File: src/design/btnar_pkg.sv
package btnar_pkg;

  localparam int unsigned BtnW     = 16;
  localparam int unsigned LeftBit  = 0;
  localparam int unsigned RightBit = 1;
  localparam int unsigned CfgW     = 8;
  localparam int unsigned CntW     = CfgW + 1;

  localparam logic [BtnW-1:0] LeftMask  = BtnW'(1) << LeftBit;
  localparam logic [BtnW-1:0] RightMask = BtnW'(1) << RightBit;
  localparam logic [BtnW-1:0] DirMask   = LeftMask | RightMask;
  localparam logic [BtnW-1:0] RightOnly = RightMask & ~LeftMask;

  typedef enum logic [0:0] {
    CFG_SHIFT_DELAY   = 1'b0,
    CFG_REPEAT_PERIOD = 1'b1
  } cfg_idx_e;

  typedef enum logic [1:0] {
    DIR_NONE  = 2'd0,
    DIR_LEFT  = 2'd1,
    DIR_RIGHT = 2'd2
  } dir_e;

  typedef struct packed {
    logic [CfgW-1:0] shift_delay;
    logic [CfgW-1:0] repeat_period;
  } cfg_t;

endpackage

File: src/design/btnar_cfg.sv
module btnar_cfg (
  input  logic                     clk_i,
  input  logic                     rst_ni,
  input  logic                     cfg_valid_i,
  output logic                     cfg_ready_o,
  input  btnar_pkg::cfg_idx_e      cfg_index_i,
  input  logic [btnar_pkg::CfgW-1:0] cfg_data_i,
  output btnar_pkg::cfg_t          cfg_o
);
  import btnar_pkg::*;

  cfg_t cfg_q, cfg_d;

  assign cfg_ready_o = 1'b1;
  assign cfg_o       = cfg_q;

  always_comb begin
    cfg_d = cfg_q;
    if (cfg_valid_i) begin
      case (cfg_index_i)
        CFG_SHIFT_DELAY:   cfg_d.shift_delay   = cfg_data_i;
        CFG_REPEAT_PERIOD: cfg_d.repeat_period = cfg_data_i;
        default:           cfg_d = cfg_q;
      endcase
    end
  end

  always_ff @(posedge clk_i or negedge rst_ni) begin
    if (!rst_ni) begin
      cfg_q.shift_delay   <= CfgW'(10);
      cfg_q.repeat_period <= CfgW'(2);
    end else begin
      cfg_q <= cfg_d;
    end
  end

endmodule

File: src/design/btnar_step.sv
module btnar_step (
  input  logic                       clk_i,
  input  logic                       rst_ni,
  input  btnar_pkg::cfg_t            cfg_i,
  input  logic                       step_i,
  input  logic [btnar_pkg::BtnW-1:0] held_i,
  output logic [btnar_pkg::BtnW-1:0] eff_o
);
  import btnar_pkg::*;

  logic [BtnW-1:0]   prev_q;
  dir_e              dir_q, dir_d;
  logic signed [CntW-1:0] cnt_q, cnt_d, cnt_dec, delay_s, period_s;
  logic [BtnW-1:0]   eff0, dm, eff;

  assign delay_s  = signed'({1'b0, cfg_i.shift_delay});
  assign period_s = signed'({1'b0, cfg_i.repeat_period});
  assign cnt_dec  = cnt_q - CntW'(1);
  assign eff0     = (held_i & ~DirMask) | (held_i & ~prev_q);

  always_comb begin
    case (dir_q)
      DIR_LEFT:  dm = LeftMask;
      DIR_RIGHT: dm = RightMask;
      default:   dm = '0;
    endcase
  end

  always_comb begin
    eff   = eff0;
    dir_d = dir_q;
    cnt_d = cnt_q;
    if (|(eff0 & DirMask)) begin
      cnt_d = delay_s;
      if (|(eff0 & LeftMask)) begin
        dir_d = DIR_LEFT;
        eff   = eff0 & ~RightOnly;
      end else begin
        dir_d = DIR_RIGHT;
      end
    end else if (|(held_i & dm)) begin
      cnt_d = cnt_dec;
      if (cnt_dec <= 0) begin
        eff   = eff0 | dm;
        cnt_d = period_s;
      end
    end else begin
      cnt_d = delay_s;
      if (|(held_i & LeftMask)) begin
        dir_d = DIR_LEFT;
        eff   = eff0 | LeftMask;
      end else if (|(held_i & RightMask)) begin
        dir_d = DIR_RIGHT;
        eff   = eff0 | RightMask;
      end else begin
        dir_d = DIR_NONE;
      end
    end
  end

  assign eff_o = eff;

  always_ff @(posedge clk_i or negedge rst_ni) begin
    if (!rst_ni) begin
      prev_q <= '0;
      dir_q  <= DIR_NONE;
      cnt_q  <= '0;
    end else if (step_i) begin
      prev_q <= held_i;
      dir_q  <= dir_d;
      cnt_q  <= cnt_d;
    end
  end

endmodule

File: src/design/button_autorepeat_filter_core.sv
// Each item passes the input register, then the result register.
// Throughput: one item per cycle; while a result waits on stall the input
//   register takes one more item, and then the input stalls.
// Reset: asynchronous, active low; clears the pipeline, direction tracking,
//   previous buttons and countdown, and loads delay 10 and period 2.
module button_autorepeat_filter_core (
  input  logic                       clk_i,
  input  logic                       rst_ni,
  input  logic                       in_valid_i,
  output logic                       in_stall_o,
  input  logic [btnar_pkg::BtnW-1:0] buttons_held_i,
  output logic                       out_valid_o,
  input  logic                       out_stall_i,
  output logic [btnar_pkg::BtnW-1:0] buttons_effective_o,
  input  logic                       cfg_valid_i,
  output logic                       cfg_ready_o,
  input  btnar_pkg::cfg_idx_e        cfg_index_i,
  input  logic [btnar_pkg::CfgW-1:0] cfg_data_i
);
  import btnar_pkg::*;

  cfg_t            cfg;
  logic            in_valid_q, in_valid_d;
  logic [BtnW-1:0] held_q;
  logic            out_valid_q, out_valid_d;
  logic [BtnW-1:0] eff_q, eff;
  logic            out_free, advance, in_take;

  assign out_free   = !out_valid_q || !out_stall_i;
  assign advance    = in_valid_q && out_free;
  assign in_stall_o = in_valid_q && !out_free;
  assign in_take    = in_valid_i && !in_stall_o;

  assign in_valid_d  = in_take ? 1'b1 : (advance ? 1'b0 : in_valid_q);
  assign out_valid_d = advance ? 1'b1 : (out_stall_i ? out_valid_q : 1'b0);

  btnar_cfg u_cfg (
    .clk_i       (clk_i),
    .rst_ni      (rst_ni),
    .cfg_valid_i (cfg_valid_i),
    .cfg_ready_o (cfg_ready_o),
    .cfg_index_i (cfg_index_i),
    .cfg_data_i  (cfg_data_i),
    .cfg_o       (cfg)
  );

  btnar_step u_step (
    .clk_i  (clk_i),
    .rst_ni (rst_ni),
    .cfg_i  (cfg),
    .step_i (advance),
    .held_i (held_q),
    .eff_o  (eff)
  );

  always_ff @(posedge clk_i or negedge rst_ni) begin
    if (!rst_ni) begin
      in_valid_q  <= 1'b0;
      out_valid_q <= 1'b0;
    end else begin
      in_valid_q  <= in_valid_d;
      out_valid_q <= out_valid_d;
    end
  end

  always_ff @(posedge clk_i) begin
    if (in_take) begin
      held_q <= buttons_held_i;
    end
    if (advance) begin
      eff_q <= eff;
    end
  end

  assign out_valid_o         = out_valid_q;
  assign buttons_effective_o = eff_q;

  a_advance_fills : assert property (@(posedge clk_i) disable iff (!rst_ni)
    advance |=> out_valid_o)
    else $error("advanced item did not reach result register");

  a_one_direction : assert property (@(posedge clk_i) disable iff (!rst_ni)
    out_valid_o && (LeftBit != RightBit) |->
      !(buttons_effective_o[LeftBit] && buttons_effective_o[RightBit]))
    else $error("left and right both output");

  a_stall_has_item : assert property (@(posedge clk_i) disable iff (!rst_ni)
    in_stall_o |-> in_valid_q && out_valid_q)
    else $error("input stalled with nothing pending");

endmodule

File: config.mk
export PLATFORM = sky130hd
export DESIGN_NAME = button_autorepeat_filter_core
export DESIGN_NICKNAME = d
export VERILOG_FILES = /design/src/design/btnar_pkg.sv /design/src/design/btnar_cfg.sv /design/src/design/btnar_step.sv /design/src/design/button_autorepeat_filter_core.sv
export SDC_FILE = /design/constraint.sdc
export NUM_CORES = 1
export LEC_CHECK = 0
export ABC_CLOCK_PERIOD_IN_PS = 3000
export BUFFER_PORTS_ARGS = -buffer_cell sky130_fd_sc_hd__buf_2
export CAP_MARGIN = 20
export CORE_MARGIN = 8
export CORE_UTILIZATION = 59
export DETAILED_ROUTE_END_ITERATION = 10
export GPL_ROUTABILITY_DRIVEN = 0
export GPL_TIMING_DRIVEN = 0
export PLACE_DENSITY = 0.79
export SLEW_MARGIN = 20
export SYNTH_ARGS = -nofsm -noshare
export SYNTH_HDL_FRONTEND = slang
export SYNTH_SLANG_ARGS = --single-unit
export TNS_END_PERCENT = 10
File: constraint.sdc
create_clock -name clk_i -period 3 [get_ports clk_i]
set_input_delay 0.15 -clock clk_i [delete_from_list [all_inputs] [get_ports clk_i]]
set_output_delay 0.15 -clock clk_i [all_outputs]
set_load 0.01 [all_outputs]
==> flow_summary.toml <==
[yosys]
synth_edf_count = 32
synth_nets = 254
ys_warn_count = 0
syn_area_mm2 = 0.00280
syn_avg_cell_area_um2 = 12.6
yosysUniqueCellTypes = 45
synth_area_leaders = "edfxtp_1 (34%), dfrtp_1 (25%), mux2_2 (6.4%)"
ys_seq_elements = 63
synth_top_area_share_pct = 34.4
yosysSeqAreaShare_pct = 62.2
syn_inst = 222
synthFlopType = "edfxtp_1"
synth_top_area_cell = "edfxtp_1"
async_reset_ff_share_pct = 49.2

[clock_tree]
post_cts_buffers = 0
holdBufCountCts = 17
cts_tree = "done"
clock_latency_ns = 0.34
cts_root_buf = "clkbuf_8"
numCtsBuffers = 9
ctsResizeCount = 0
clk_pin_slew_ns = 0.07
htree_levels = 3
clock_sinks = 63
cts_buffer_depth = 2

[floorplanning]
core_mm2 = 0.00466
start_util_pct = 60.0
die_area_mm2 = 0.00720
dieHeight_um = 84.8
io_pins = 49
rows = 25
fp.dieW_um = 84.8

[power_and_ir_drop]
p_per_area_mw_per_mm2 = 667
power.leakage_nw = 1.46
ir_drop_v = 0.000456

[sta]
setup_slack_ns = 0.833
drv_slew = 0
finClkSkew_ns = 0.00883
period_share_pct = 72.2
slew_headroom_pct = 35.6
timing.fmax_mhz = 461
setup_viol = 0
rsz0062_at_grt = "no"
finalHoldViolCount = 0
tightest_slew_ns = 0.966
period_needed_ns = 2.17
final.setup.tns_ns = 0

[setup_path]
path_class = "flop to flop"
worstPathMaxFanout = 9
end_kind = "flop"
worstPathRequired_ns = 3.09
worst_setup_path_start_kind = "flop"
crit_arrival_ns = 2.25

[finish]
nNetsFinal = 329
areaGrowthSynthToFinish_pct = 24.8
mostFrequentLayoutCells = "buf_2 (51), edfxtp_1 (32), dfrtp_1 (28)"
fin_cells = 356
layout_commonest_cell = "buf_2"
antennaDiodeCount = 0
fill_cells = 274
final_layout_size_suffix_gt1_share_pct = 31.5

[placement]
portBuffers = 47
hpwl_um = 3870
place_worst_setup_slack_ns = 0.874
dp_cells = 323

[grt]
grt_max_degree = 32
grt_pass1_vias = 2042
grt_util_all_layers_pct = 18.0
grt-ovfl-total = 0
grt_pass1_wl_um = 9960
antenna_found_initial = 0

[drt]
wire_per_inst_um = 17.7
drt_iter0_markers = 142
vias_per_cell = 5.71
drc = 0
ant_nets = 0
drt-total-wl_um = 6300
via_count = 2033
dr.pass1.iters = 5

[outcome]
status = "completed"

[run]
drv_cap = 0

[min_path]
hold_path.class = "primary input to flop"
[per-layer routing]
layer	share of wire [%]	global-route usage, %	vias to the layer above	routed length, µm
met4	2.3	11.2	0	148
met3	6.6	4.63	13	417
met2	52	29.6	83	3250
li1	-	-	954	-
met5	0	0	-	0
met1	39	20.6	983	2490
[registers in the layout, indices dropped and copies added, names as in the netlist]
name / count
in_valid_q: 1
u_step.dir_q: 2
held_q: 16
u_step.cnt_q: 9
u_cfg.cfg_o: 16
buttons_effective_o: 16
u_step.prev_q: 2
out_valid_o: 1
[path summary, 6_finish.rpt]
kind                                            to  slack, ns  depth (start not counted)             from
max                         buttons_effective_o[0]       0.83                          8  u_step.cnt_q[0]
min                                     in_valid_q       0.01                          2       in_valid_i
max reg2reg                 buttons_effective_o[0]       0.83                          8  u_step.cnt_q[0]
min reg2reg                buttons_effective_o[15]       0.50                          1       held_q[15]
max in group asynchronous          u_step.cnt_q[4]       2.13                          2           rst_ni
min in group asynchronous          u_cfg.cfg_o[14]       0.42                          2           rst_ni
[critical path, cell delays in order, from the launching register on]
cell and delay [ns]:
dfrtp_1 0.47, inv_1 0.09, ha_1 0.19, or4b_1 0.46, buf_6 0.17, nor2_8 0.12
nand2_2 0.15, o2111ai_1 0.17, a21oi_1 0.09
[where the power goes]
group	switching, mW	internal [mW]	total (mW)
Sequential	0.0906	1.03	1.12
Combinational	0.203	0.187	0.389
Clock	0.353	0.469	0.822
[per-stage QoR]
| stage | total power [mW] | util [%] | hold WS [ns] | area [µm²] |
|---|---|---|---|---|
| final | 2.33 | 74.9 | 0.0127 | 3490 |
| after global routing | 2.42 | 74.9 | 0.00837 | 3490 |
| after CTS | 2.31 | 74.9 | 0.00164 | 3490 |
| after detailed placement | 1.49 | 66.5 | 0.227 | 3100 |
| after global placement | 1.47 | 66.5 | 0.224 | 3100 |
| after floorplan | 1.37 | - | -0.146 | 2800 |
[cell families (layout without fill, tap and decap cells)]
| logic type | Yosys count | count (layout) | share of synthesized area, % |
|---|---|---|---|
| DFF | 63 | 63 | 62.2 |
| and+or+nand+nor | 63 | 63 | 12.5 |
| AOI/OAI and AO/OA | 37 | 37 | 10.2 |
| buffers and inverters | 34 | 114 | 5.41 |
| muxes | 16 | 16 | 6.44 |
| xor gates and xnor gates | 6 | 6 | 2.15 |
| adders and majority gates | 2 | 2 | 0.895 |
| other | 1 | 1 | 0.134 |
[cell usage after synthesis, drive strengths merged, types with 3 or more instances]
| cell | count |
|---|---|
| a2bb2oi | 6 |
| mux2 | 16 |
| a21oi | 4 |
| a31oi | 3 |
| nand4 | 3 |
| o21ai | 7 |
| dfrtp | 28 |
| buf | 9 |
| nand3 | 11 |
| nand2b | 5 |
| dfstp | 3 |
| inv | 9 |
| nor2 | 6 |
| clkbuf | 16 |
| nand2 | 23 |
| edfxtp | 32 |
| o2111ai | 9 |
| xnor2 | 5 |
[layout make-up]
| class | instances | area (µm²) | area share (%) |
|---|---|---|---|
| well taps | 54 | 67.6 | 1.94 |
| clock inverters | 7 | 96.3 | 2.76 |
| clock buffers | 9 | 124 | 3.55 |
| plain buffers | 25 | 118 | 3.37 |
| repair buffers | 64 | 405 | 11.6 |
| inverters | 9 | 33.8 | 0.968 |
| multi-input cells | 125 | 905 | 25.9 |
| flip-flops and latches | 63 | 1740 | 49.9 |
Note: power is estimated with default switching activity, not from simulation.
